==> src/design/drwt_pkg.sv <==
`timescale 1ns / 1ps

package drwt_pkg;

    // clip limit: screen size registers saturate to this many pixels
    localparam int MAX_DIM = 1024;
    localparam logic [11:0] MAX_DIM_W = 12'(MAX_DIM);

    // widths
    localparam int COORD_W   = 11;
    localparam int OFFSET_W  = 10;
    localparam int CFG_IDX_W = 2;
    localparam int CFG_DATA_W = 11;
    localparam int ADDR_W    = 16;

    // empty box marker for left and top
    localparam logic [COORD_W-1:0] BOX_EMPTY_LO = 11'd2047;

    // register reset values
    localparam logic [COORD_W-1:0]  SCREEN_WIDTH_RST  = 11'd480;
    localparam logic [COORD_W-1:0]  SCREEN_HEIGHT_RST = 11'd320;
    localparam logic [OFFSET_W-1:0] COLUMN_OFFSET_RST = 10'd0;
    localparam logic [OFFSET_W-1:0] ROW_OFFSET_RST    = 10'd0;

    // configuration register indexes
    localparam logic [CFG_IDX_W-1:0] REG_SCREEN_WIDTH  = 2'd0;
    localparam logic [CFG_IDX_W-1:0] REG_SCREEN_HEIGHT = 2'd1;
    localparam logic [CFG_IDX_W-1:0] REG_COLUMN_OFFSET = 2'd2;
    localparam logic [CFG_IDX_W-1:0] REG_ROW_OFFSET    = 2'd3;

    // display controller command bytes
    localparam logic [7:0] CMD_SYNC      = 8'hFF;
    localparam logic [7:0] CMD_COL_SET   = 8'h2A;
    localparam logic [7:0] CMD_ROW_SET   = 8'h2B;
    localparam logic [7:0] CMD_MEM_WRITE = 8'h2C;

    typedef enum logic {
        OP_MARK  = 1'b0,
        OP_FLUSH = 1'b1
    } command_t;

    typedef struct packed {
        command_t           command;
        logic signed [15:0] rect_x;
        logic signed [15:0] rect_y;
        logic signed [15:0] rect_w;
        logic signed [15:0] rect_h;
    } in_item_t;

    typedef struct packed {
        logic [7:0] out_byte;
        logic       is_data;
        logic       last;
    } out_item_t;

endpackage

==> src/design/dirty_region_window_tracker.sv <==
`timescale 1ns / 1ps

// Dirty-rectangle tracker for a display controller. Mark items are clipped to
// the screen and widen a stored bounding box; a flush of a non-empty box
// streams twelve bytes (sync, column-set, four column address bytes, row-set,
// four row address bytes, memory-write) and empties the box. An item passes
// through the input register; the box is updated when the item is taken, and
// the sequencer then loads the first flush byte into the output register once
// that register is free. Marks are taken one per cycle, also while a flush is
// streaming, unless a flush waits in the input register. The next flush waits
// there until the previous sequence has been fully loaded into the output
// register. cfg_ready is always high; the user is to write configuration only
// while idle; the block itself does not enforce this.
module dirty_region_window_tracker (
    input  logic                                aclk,
    input  logic                                aresetn,
    input  logic                                s_valid,
    output logic                                s_ready,
    input  drwt_pkg::in_item_t                  s_item,
    output logic                                m_valid,
    input  logic                                m_ready,
    output drwt_pkg::out_item_t                 m_item,
    input  logic                                cfg_valid,
    output logic                                cfg_ready,
    input  logic [drwt_pkg::CFG_IDX_W-1:0]      cfg_index,
    input  logic [drwt_pkg::CFG_DATA_W-1:0]     cfg_data
);
    import drwt_pkg::*;

    typedef struct packed {
        logic               ok;
        logic [COORD_W-1:0] lo;
        logic [COORD_W-1:0] hi;
    } span_t;

    // byte positions within a flush sequence
    localparam logic [3:0] POS_SYNC    = 4'd0;
    localparam logic [3:0] POS_COL_SET = 4'd1;
    localparam logic [3:0] POS_C0_HI   = 4'd2;
    localparam logic [3:0] POS_C0_LO   = 4'd3;
    localparam logic [3:0] POS_C1_HI   = 4'd4;
    localparam logic [3:0] POS_C1_LO   = 4'd5;
    localparam logic [3:0] POS_ROW_SET = 4'd6;
    localparam logic [3:0] POS_R0_HI   = 4'd7;
    localparam logic [3:0] POS_R0_LO   = 4'd8;
    localparam logic [3:0] POS_R1_HI   = 4'd9;
    localparam logic [3:0] POS_R1_LO   = 4'd10;
    localparam logic [3:0] POS_MEM_WR  = 4'd11;

    // clip [pos, pos+len) to [0, lim)
    function automatic span_t clip_span(logic signed [15:0] pos,
                                        logic signed [15:0] len,
                                        logic [COORD_W-1:0] lim);
        logic signed [17:0] p0;
        logic signed [17:0] e;
        logic signed [17:0] l;
        logic signed [17:0] hi;
        span_t              r;
        p0   = (pos < 0) ? 18'sd0 : 18'(pos);
        e    = 18'(pos) + 18'(len);
        l    = $signed({7'b0, lim});
        hi   = (e > l) ? l : e;
        r.ok = (hi > p0);
        r.lo = p0[COORD_W-1:0];
        r.hi = hi[COORD_W-1:0];
        return r;
    endfunction

    // saturate a screen size register to the clip limit
    function automatic logic [COORD_W-1:0] clip_dim(logic [COORD_W-1:0] reg_val);
        return ({1'b0, reg_val} > MAX_DIM_W) ? MAX_DIM_W[COORD_W-1:0] : reg_val;
    endfunction

    // configuration registers
    logic [COORD_W-1:0]  screen_width_reg,  screen_width_next;
    logic [COORD_W-1:0]  screen_height_reg, screen_height_next;
    logic [OFFSET_W-1:0] column_offset_reg, column_offset_next;
    logic [OFFSET_W-1:0] row_offset_reg,    row_offset_next;

    // input register
    logic     in_valid_reg, in_valid_next;
    in_item_t in_reg,       in_next;

    // dirty box
    logic [COORD_W-1:0] box_left_reg,   box_left_next;
    logic [COORD_W-1:0] box_right_reg,  box_right_next;
    logic [COORD_W-1:0] box_top_reg,    box_top_next;
    logic [COORD_W-1:0] box_bottom_reg, box_bottom_next;

    // byte sequencer
    logic              seq_active_reg, seq_active_next;
    logic [3:0]        seq_pos_reg,    seq_pos_next;
    logic [ADDR_W-1:0] col_first_reg,  col_first_next;
    logic [ADDR_W-1:0] col_last_reg,   col_last_next;
    logic [ADDR_W-1:0] row_first_reg,  row_first_next;
    logic [ADDR_W-1:0] row_last_reg,   row_last_next;

    // output register
    logic      m_valid_reg, m_valid_next;
    out_item_t m_item_reg,  m_item_next;

    logic      in_take;
    logic      out_free;
    logic      box_full;
    span_t     span_x;
    span_t     span_y;
    out_item_t seq_byte;

    assign cfg_ready = 1'b1;
    assign m_valid   = m_valid_reg;
    assign m_item    = m_item_reg;

    // a flush waits while the sequencer still streams the previous window
    assign in_take  = in_valid_reg && ((in_reg.command == OP_MARK) || !seq_active_reg);
    assign s_ready  = !in_valid_reg || in_take;
    assign out_free = !m_valid_reg || m_ready;
    assign box_full = (box_left_reg < box_right_reg) && (box_top_reg < box_bottom_reg);

    assign span_x = clip_span(in_reg.rect_x, in_reg.rect_w, clip_dim(screen_width_reg));
    assign span_y = clip_span(in_reg.rect_y, in_reg.rect_h, clip_dim(screen_height_reg));

    // configuration writes
    always_comb begin
        screen_width_next  = screen_width_reg;
        screen_height_next = screen_height_reg;
        column_offset_next = column_offset_reg;
        row_offset_next    = row_offset_reg;
        if (cfg_valid) begin
            case (cfg_index)
                REG_SCREEN_WIDTH:  screen_width_next  = cfg_data;
                REG_SCREEN_HEIGHT: screen_height_next = cfg_data;
                REG_COLUMN_OFFSET: column_offset_next = cfg_data[OFFSET_W-1:0];
                REG_ROW_OFFSET:    row_offset_next    = cfg_data[OFFSET_W-1:0];
                default: ;
            endcase
        end
    end

    // byte selection for the current sequencer position
    always_comb begin
        seq_byte = '{out_byte: 8'h00, is_data: 1'b1, last: 1'b0};
        case (seq_pos_reg)
            POS_SYNC:    seq_byte = '{out_byte: CMD_SYNC,    is_data: 1'b0, last: 1'b0};
            POS_COL_SET: seq_byte = '{out_byte: CMD_COL_SET, is_data: 1'b0, last: 1'b0};
            POS_C0_HI:   seq_byte.out_byte = col_first_reg[15:8];
            POS_C0_LO:   seq_byte.out_byte = col_first_reg[7:0];
            POS_C1_HI:   seq_byte.out_byte = col_last_reg[15:8];
            POS_C1_LO:   seq_byte.out_byte = col_last_reg[7:0];
            POS_ROW_SET: seq_byte = '{out_byte: CMD_ROW_SET, is_data: 1'b0, last: 1'b0};
            POS_R0_HI:   seq_byte.out_byte = row_first_reg[15:8];
            POS_R0_LO:   seq_byte.out_byte = row_first_reg[7:0];
            POS_R1_HI:   seq_byte.out_byte = row_last_reg[15:8];
            POS_R1_LO:   seq_byte.out_byte = row_last_reg[7:0];
            POS_MEM_WR:  seq_byte = '{out_byte: CMD_MEM_WRITE, is_data: 1'b0, last: 1'b1};
            default:     seq_byte = '{out_byte: 8'h00, is_data: 1'b0, last: 1'b0};
        endcase
    end

    // input register, box update, sequencer and output register
    always_comb begin
        in_valid_next   = in_valid_reg;
        in_next         = in_reg;
        box_left_next   = box_left_reg;
        box_right_next  = box_right_reg;
        box_top_next    = box_top_reg;
        box_bottom_next = box_bottom_reg;
        seq_active_next = seq_active_reg;
        seq_pos_next    = seq_pos_reg;
        col_first_next  = col_first_reg;
        col_last_next   = col_last_reg;
        row_first_next  = row_first_reg;
        row_last_next   = row_last_reg;
        m_valid_next    = m_valid_reg;
        m_item_next     = m_item_reg;

        // input transfer
        if (s_ready) begin
            in_valid_next = s_valid;
            in_next       = s_item;
        end

        // sequencer feeds the output register one byte per free cycle
        if (out_free) begin
            m_valid_next = seq_active_reg;
            if (seq_active_reg) begin
                m_item_next  = seq_byte;
                seq_pos_next = seq_pos_reg + 4'd1;
                if (seq_pos_reg == POS_MEM_WR) begin
                    seq_active_next = 1'b0;
                end
            end
        end

        // consume the registered item
        if (in_take) begin
            if (in_reg.command == OP_MARK) begin
                if (span_x.ok && span_y.ok) begin
                    if (span_x.lo < box_left_reg)   box_left_next   = span_x.lo;
                    if (span_x.hi > box_right_reg)  box_right_next  = span_x.hi;
                    if (span_y.lo < box_top_reg)    box_top_next    = span_y.lo;
                    if (span_y.hi > box_bottom_reg) box_bottom_next = span_y.hi;
                end
            end else if (box_full) begin
                // snapshot the window and empty the box
                col_first_next  = ADDR_W'(box_left_reg) + ADDR_W'(column_offset_reg);
                col_last_next   = ADDR_W'(box_right_reg) - 16'd1 + ADDR_W'(column_offset_reg);
                row_first_next  = ADDR_W'(box_top_reg) + ADDR_W'(row_offset_reg);
                row_last_next   = ADDR_W'(box_bottom_reg) - 16'd1 + ADDR_W'(row_offset_reg);
                seq_active_next = 1'b1;
                seq_pos_next    = POS_SYNC;
                box_left_next   = BOX_EMPTY_LO;
                box_right_next  = '0;
                box_top_next    = BOX_EMPTY_LO;
                box_bottom_next = '0;
            end
        end
    end

    // control state
    always_ff @(posedge aclk) begin
        if (!aresetn) begin
            screen_width_reg  <= SCREEN_WIDTH_RST;
            screen_height_reg <= SCREEN_HEIGHT_RST;
            column_offset_reg <= COLUMN_OFFSET_RST;
            row_offset_reg    <= ROW_OFFSET_RST;
            in_valid_reg      <= 1'b0;
            box_left_reg      <= BOX_EMPTY_LO;
            box_right_reg     <= '0;
            box_top_reg       <= BOX_EMPTY_LO;
            box_bottom_reg    <= '0;
            seq_active_reg    <= 1'b0;
            seq_pos_reg       <= POS_SYNC;
            m_valid_reg       <= 1'b0;
        end else begin
            screen_width_reg  <= screen_width_next;
            screen_height_reg <= screen_height_next;
            column_offset_reg <= column_offset_next;
            row_offset_reg    <= row_offset_next;
            in_valid_reg      <= in_valid_next;
            box_left_reg      <= box_left_next;
            box_right_reg     <= box_right_next;
            box_top_reg       <= box_top_next;
            box_bottom_reg    <= box_bottom_next;
            seq_active_reg    <= seq_active_next;
            seq_pos_reg       <= seq_pos_next;
            m_valid_reg       <= m_valid_next;
        end
    end

    // payload registers
    always_ff @(posedge aclk) begin
        in_reg        <= in_next;
        col_first_reg <= col_first_next;
        col_last_reg  <= col_last_next;
        row_first_reg <= row_first_next;
        row_last_reg  <= row_last_next;
        m_item_reg    <= m_item_next;
    end

endmodule

==> config.mk <==
export PLATFORM = sky130hd
export DESIGN_NAME = dirty_region_window_tracker
export DESIGN_NICKNAME = d
export VERILOG_FILES = /design/src/design/drwt_pkg.sv /design/src/design/dirty_region_window_tracker.sv
export SDC_FILE = /design/constraint.sdc
export NUM_CORES = 1
export LEC_CHECK = 0
export BUFFER_PORTS_ARGS = -buffer_cell sky130_fd_sc_hd__buf_2
export CAP_MARGIN = 20
export CORE_MARGIN = 5
export CORE_UTILIZATION = 50
export CTS_CLUSTER_SIZE = 28
export DETAILED_ROUTE_END_ITERATION = 16
export PLACE_DENSITY = 0.7
export REMOVE_ABC_BUFFERS = 1
export SYNTH_ARGS = -nofsm -noshare
export SYNTH_HDL_FRONTEND = slang
export SYNTH_SLANG_ARGS = --single-unit
==> constraint.sdc <==
create_clock -name aclk -period 5.9 [get_ports aclk]
set_input_delay 1.77 -clock aclk [delete_from_list [all_inputs] [get_ports aclk]]
set_output_delay 1.77 -clock aclk [all_outputs]
set_load 0.005 [all_outputs]
==> results of run 1 <==
## final timing paths
kind / to / cells past startpoint
worst max-delay path: box_left_reg[3]$_SDFFE_PN1P_ / 28
worst min-delay path: screen_height_reg[7]$_SDFFE_PN0P_ / 2
worst max register to register: box_left_reg[3]$_SDFFE_PN1P_ / 28
worst min register to register: screen_height_reg[7]$_SDFFE_PN0P_ / 2
## repair_timing
action / in CTS / in global routing
setup endpoints to repair: 44 / 44
gates cloned: 1 / 3
pin swaps: 8 / 26
resized for setup: 19 / 72
buffers inserted: 5 / 8
hold endpoints to repair: 0 / 0
## metrics by stage
step	instances	hold WS (ns)
after global routing	2058	0.4874
after global placement	1994	0.4467
after floorplan	1469	0.4307
final	2058	0.4590
after detailed placement	1995	0.4471
after CTS	2047	0.4625
## cell type report
class,instances,area share (%)
clock inverters,16,0.8804
multi-input cells,1113,50.71
clock buffers,30,3.896
well taps,384,2.817
flip-flops and latches,218,32.93
repair buffers,158,5.708
inverters,139,3.059
## Yosys cell counts, types with 12 or more instances
cell type and count:
nor3_1 18, a21boi_0 47, ha_1 194, a21o_1 24
nand2b_1 43, nand3_1 25, xnor2_1 56, a2bb2oi_1 12
a21oi_1 81, o21ai_0 61, nand4_1 21, a31oi_1 13
clkbuf_1 29, o211ai_1 14, edfxtp_1 125, nor2_1 87
nor2b_1 50, nor4_1 15, xor2_1 15, o21a_1 18
mux2i_1 18, inv_1 138, a22o_1 18, dfxtp_1 93
nand2_1 139, a211oi_1 15
## critical path: cells and delay by family (launching register included)
family	cells	cell delay, ns
buf+inv	5	0.74
fa+ha+maj	5	1.55
flops	1	0.34
mux	1	0.33
simple gates	5	0.95
compound gates	12	1.84
## layout by cell type (no fill, tap or decap), drive strengths merged, types with 14 or more instances in the layout
master  instances
nand2         139
nand3          25
o21a           18
nor3           18
inv           143
mux2i          18
edfxtp        125
ha            194
o211ai         15
buf           158
a21oi          81
nor2b          50
clkbuf         30
nor2           88
nor4           16
a21o           24
a211oi         15
xor2           15
nand2b         43
mux2           18
a21boi         47
o21ai          65
nand4          21
a31oi          14
xnor2          56
dfxtp          93
a22o           18
## layer usage
layer / vias up / part of all wire, %
li1: 5750 / -
met1: 5362 / 45
met2: 336 / 45
met3: 87 / 5.2
met4: 2 / 4.6
met5: - / 0.036
## report_power, final
group          internal (mW)  switching [mW]  leakage, nW  total [mW]
registers               1.66          0.0267         1.98        1.69
clock network          0.895           0.620        0.389        1.52
logic                  0.514           0.564         5.05        1.08
total                   3.07            1.21         7.42        4.28
## kinds of logic after synthesis
logic type / share of synthesized area, %
simple gates: 14.64
mux: 2.784
xor+xnor: 4.271
compound gates: 17.47
other cells: 0.02576
flops: 38.57
fa+ha+maj: 17.50
buf+inv: 4.744
==> results.tsv, run 1 <==
stage	metric	value	unit
placed_design	gp weighted congestion	0.9293	
route	antenna-violating nets left	0	
outcome	status	finished with violations	
floorplan	Die W	180.6	um
floorplan	die area	32630	um2
worst_setup_path	CP max stage cell	fa_2	
route	drt drc	0	
grt	first-pass GRT wire length	57240	um
timing	final hold violations	0	
floorplan	# IOs	96	
timing	Slew HR	39.62	%
synth	leading area contributor after synthesis	edfxtp_1	
synth	Post-synth EDFFs	125	
placed_design	# port buffers	94	
timing	Max Slew Vio Count	0	
layout	area of the multi-input gates	8648	um2
clock_tree	Bufs on Longest Clock Path	3	
grt	grt met1 use	28.47	%
grt	vias in the first global route	11387	
layout	max reg flops	65	
outcome	failing checks	negative setup slack	
worst_setup_path	Crit path top cell by count	o21a_1	
route	Vias per Instance	5.606	
synth	Cells after Synth	1508	
layout	share of cells above drive strength 1	16.73	%
clock_tree	clock tree sinks	218	
synth	Seq/Total Area, Yosys	38.57	%
power	pwr dens	250.9	nW/um2
worst_setup_path	Setup crit start	in_reg[32]$_DFFE_PP_	
synth	ys async rst share	0	%
timing	clk_skew	0.02135	ns
route	DRT Wirelength	35650	um
clock_tree	Worst-Skew Late Latency	0.54	ns
synth	Synth Cell Area	14560	um2
worst_setup_path	critical path launch point type	flop	
synth	Synth Warn #	0	
synth	predominant post-synthesis flop cell	edfxtp_1	
grt	GR Util All Layers	21.06	%
timing	worst setup margin	-0.01554	ns
synth	flops & latches, synth	218	
grt	met3 usage	2.765	%
power	maximum VDD drop	0.2470	mV
run	max capacitance violation total	0	
layout	Layout Cell Area excl Fill	17050	um2
clock_tree	Reg clk slew, reported paths	0.06	ns
layout	ant diodes	0	
placed_design	Detailed Place HPWL	27730	um
worst_setup_path	CP Class	flop to flop	
synth	syn_area_per_cell	9.654	um2
synth	synth top area cells	edfxtp_1 (26%), ha_1 (17%), dfxtp_1 (13%)	
clock_tree	CTS Hold Buffers Added	0	
layout	Area growth syn-to-layout	17.14	%
route	initial DRC count	736	
layout	register area	5615	um2
worst_setup_path	FF-to-FF setup slack	-0.02	ns
hold_path	Worst Hold Class	flop to flop	
worst_setup_path	CP Data Required Time	6.29	ns
grt	met2 Usage GRT	34.01	%
floorplan	core area	28700	um2
layout	Layout fillers	2418	
clock_tree	CTS buffer count	25	
power	total power	4.279	mW
route	routed via count	11537	
grt	pin count of the biggest net entering global routing	67	
worst_setup_path	WP data arrival	6.31	ns
timing	Final Cycle Share	100.3	%
timing	fmax	0.1690	GHz
grt	Congestion Overflow GR	0	
timing	RSZ-0062 raised after global routing	true	
worst_setup_path	CP max stage delay	0.53	ns
placed_design	placed cell area	15730	um2
power	leakage	7.421	nW
clock_tree	CTS tree	done	
synth	synth unique cells	79	
layout	final core utilization	59.42	%
route	Pre-antenna DRT Iters	5	
worst_setup_path	crit path capture type	flop	
clock_tree	Root Buffer	clkbuf_16	
timing	# setup viols final	4	
timing	Worst-Margin Slew	0.9045	ns
timing	Final Critical Period	5.916	ns
timing	setup_tns	-0.02369	ns
layout	final net count	1938	
synth	Yosys top cell area share	25.78	%
floorplan	Core Rows	62	
worst_setup_path	CP Max Fanout	7	
clock_tree	H-tree depth	1	
grt	Most Used Layer, Global Route	met2	
floorplan	DIE HEIGHT	180.6	um
floorplan	Starting Density	50.72	%
worst_setup_path	worst r2r src	in_reg[32]$_DFFE_PP_	
grt	initial antenna violation count	1	
hold_path	Hold Crit Start	screen_height_reg[7]$_SDFFE_PN0P_	
placed_design	pre-CTS WS	-0.2192	ns
route	Routed wire per std cell	17.32	um
No activity file was read; power rests on OpenSTA's default activity.
==> run 2: changes to the inputs <==
--- a/config.mk
+++ b/config.mk
@@ -13,6 +13,7 @@
 export DETAILED_ROUTE_END_ITERATION = 16
 export PLACE_DENSITY = 0.7
 export REMOVE_ABC_BUFFERS = 1
+export SETUP_SLACK_MARGIN = 0.3
 export SYNTH_ARGS = -nofsm -noshare
 export SYNTH_HDL_FRONTEND = slang
 export SYNTH_SLANG_ARGS = --single-unit
==> constraint.sdc (replaced) <==
create_clock -name aclk -period 5.9 [get_ports aclk]
set_input_delay 1.18 -clock aclk [delete_from_list [all_inputs] [get_ports aclk]]
set_output_delay 1.18 -clock aclk [all_outputs]
set_load 0.005 [all_outputs]
==> results.tsv, run 2 (same netlist as run 1, synthesis figures left out) <==
stage	metric	value	unit	change
route	Routed wire per std cell	17.75	um	+2.4%
run	max capacitance violation total	0		unchanged
outcome	status	finished clean		
worst_setup_path	Setup crit start	in_reg[48]$_DFFE_PP_		
worst_setup_path	worst r2r src	in_reg[48]$_DFFE_PP_		
layout	max reg flops	65		unchanged
worst_setup_path	crit path capture type	flop		
route	DRT Wirelength	36860	um	+3.4%
timing	clk_skew	0.01073	ns	-0.01062 ns
route	drt drc	0		unchanged
clock_tree	clock tree sinks	218		unchanged
placed_design	Detailed Place HPWL	27870	um	+0.51%
placed_design	# port buffers	94		unchanged
route	antenna-violating nets left	0		unchanged
floorplan	# IOs	96		unchanged
power	pwr dens	247.1	nW/um2	-1.5%
grt	GR Util All Layers	21.81	%	+0.76 points
grt	Congestion Overflow GR	0		unchanged
grt	vias in the first global route	11543		+1.4%
clock_tree	H-tree depth	1		unchanged
clock_tree	Reg clk slew, reported paths	0.06	ns	about the same
power	total power	4.292	mW	+0.31%
worst_setup_path	CP max stage delay	0.53	ns	about the same
layout	Layout Cell Area excl Fill	17370	um2	+1.9%
worst_setup_path	CP Max Fanout	6		-1
placed_design	gp weighted congestion	0.9305		+0.13%
clock_tree	Root Buffer	clkbuf_16		
layout	ant diodes	0		unchanged
route	Pre-antenna DRT Iters	5		unchanged
timing	Final Critical Period	5.836	ns	-0.07928 ns
worst_setup_path	critical path launch point type	flop		
floorplan	core area	28700	um2	unchanged
hold_path	Hold Crit Start	screen_width_reg[9]$_SDFFE_PN0P_		
clock_tree	CTS buffer count	25		unchanged
layout	commonest non-fill, non-tap cell in the layout	ha_1		
floorplan	Core Rows	62		unchanged
grt	first-pass GRT wire length	58970	um	+3.0%
layout	non-filler cells in the finished layout	2077		+0.92%
timing	fmax	0.1713	GHz	+1.4%
clock_tree	Bufs on Longest Clock Path	3		unchanged
worst_setup_path	CP Data Required Time	6.35	ns	+0.06 ns
floorplan	die area	32630	um2	unchanged
worst_setup_path	CP Class	flop to flop		
floorplan	Starting Density	50.72	%	unchanged
power	leakage	7.561	nW	+1.9%
layout	final net count	1958		+1.0%
timing	final hold violations	0		unchanged
timing	Max Slew Vio Count	0		unchanged
placed_design	Cells after DPL	1995		unchanged
worst_setup_path	CP max stage cell	fa_2		
worst_setup_path	delay-heaviest family, CP	compound AO/OA/AOI/OAI gates		
layout	Area growth syn-to-layout	19.34	%	
clock_tree	Worst-Skew Late Latency	0.53	ns	about the same
route	initial DRC count	776		+5.4%
timing	Final Cycle Share	98.92	%	-1.3 points
timing	Slew HR	37.54	%	-2.1 points
clock_tree	CTS tree	done		
power	maximum VDD drop	0.2530	mV	+2.5%
timing	RSZ-0062 raised after global routing	true		
timing	worst hold margin	0.4619	ns	+0.002909 ns
timing	Worst-Margin Slew	0.9356	ns	+0.03108 ns
route	routed via count	11692		+1.3%
worst_setup_path	Worst Path Buf+Inv	8		+3
floorplan	DIE HEIGHT	180.6	um	unchanged
grt	initial antenna violation count	0		-1
layout	share of cells above drive strength 1	18.72	%	+2.0 points
route	Vias per Instance	5.629		+0.42%
clock_tree	CTS Hold Buffers Added	0		unchanged
hold_path	Worst Hold Class	flop to flop		
grt	pin count of the biggest net entering global routing	68		+1.5%
timing	# setup viols final	0		-4
floorplan	Die W	180.6	um	unchanged
layout	most frequent cells in the layout	ha_1 (179), nand2_1 (138), inv_1 (134)		
worst_setup_path	WP data arrival	6.29	ns	-0.02 ns
placed_design	placed cell area	15730	um2	unchanged
==> run 2: repair_timing <==
| item | in CTS | in global routing |
|---|---|---|
| pin swaps | 31 | 31 |
| buffers inserted | 23 | 8 |
| endpoints found under the setup margin | 44 | 44 |
| resized for setup | 96 | 44 |
| gates cloned | 5 | 1 |
==> run 2: layout make-up <==
cell class	count	area, um2
tap	384	480.5
timing repair buffer	178	1184
inverter	139	521.8
sequential	218	5615
clock inverter	12	86.33
fill	2374	11330
clock buffer	33	655.6
multi-input combinational	1113	8831
==> run 2: stage by stage <==
step | worst slack, ns | TNS [ns] | utilization, %
after detailed placement | -0.2892 | -7.333 | 54.79
after global routing | -0.2114 | -6.249 | 60.53
final | 0.06373 | 0 | 60.53
after global placement | -0.1122 | -2.869 | 54.76
after CTS | 0.01034 | 0 | 59.56
after floorplan | -1.102 | -25.27 | -
==> run 2: final timing paths <==
kind | endpoint | slack, ns | cells past startpoint
worst max-delay path | box_top_reg[1]$_SDFFE_PN1P_ | 0.06 | 33
worst min-delay path | screen_width_reg[9]$_SDFFE_PN0P_ | 0.46 | 2
worst max register to register | box_top_reg[1]$_SDFFE_PN1P_ | 0.06 | 33
worst min register to register | screen_width_reg[9]$_SDFFE_PN0P_ | 0.46 | 2
==> run 2: where the power goes <==
group	leakage [nW]	switching, mW	internal, mW
Clock	0.356	0.601	0.821
Sequential	1.98	0.0279	1.66
Combinational	5.22	0.611	0.571
Total	7.56	1.24	3.05
==> run 2: worst min-delay path: cells and delay by family, from the launching register on <==
kind	cells	cell delay [ns]
AO/OA/AOI/OAI	1	0.06
flip-flops	1	0.30
AND/OR/NAND/NOR	1	0.05
==> run 2: per-layer routing <==
layer	GRT usage (%)	wire (um)
met3	3.109	1986
met1	29.14	16540
met5	0	0
met2	35.89	16690
met4	8.530	1650
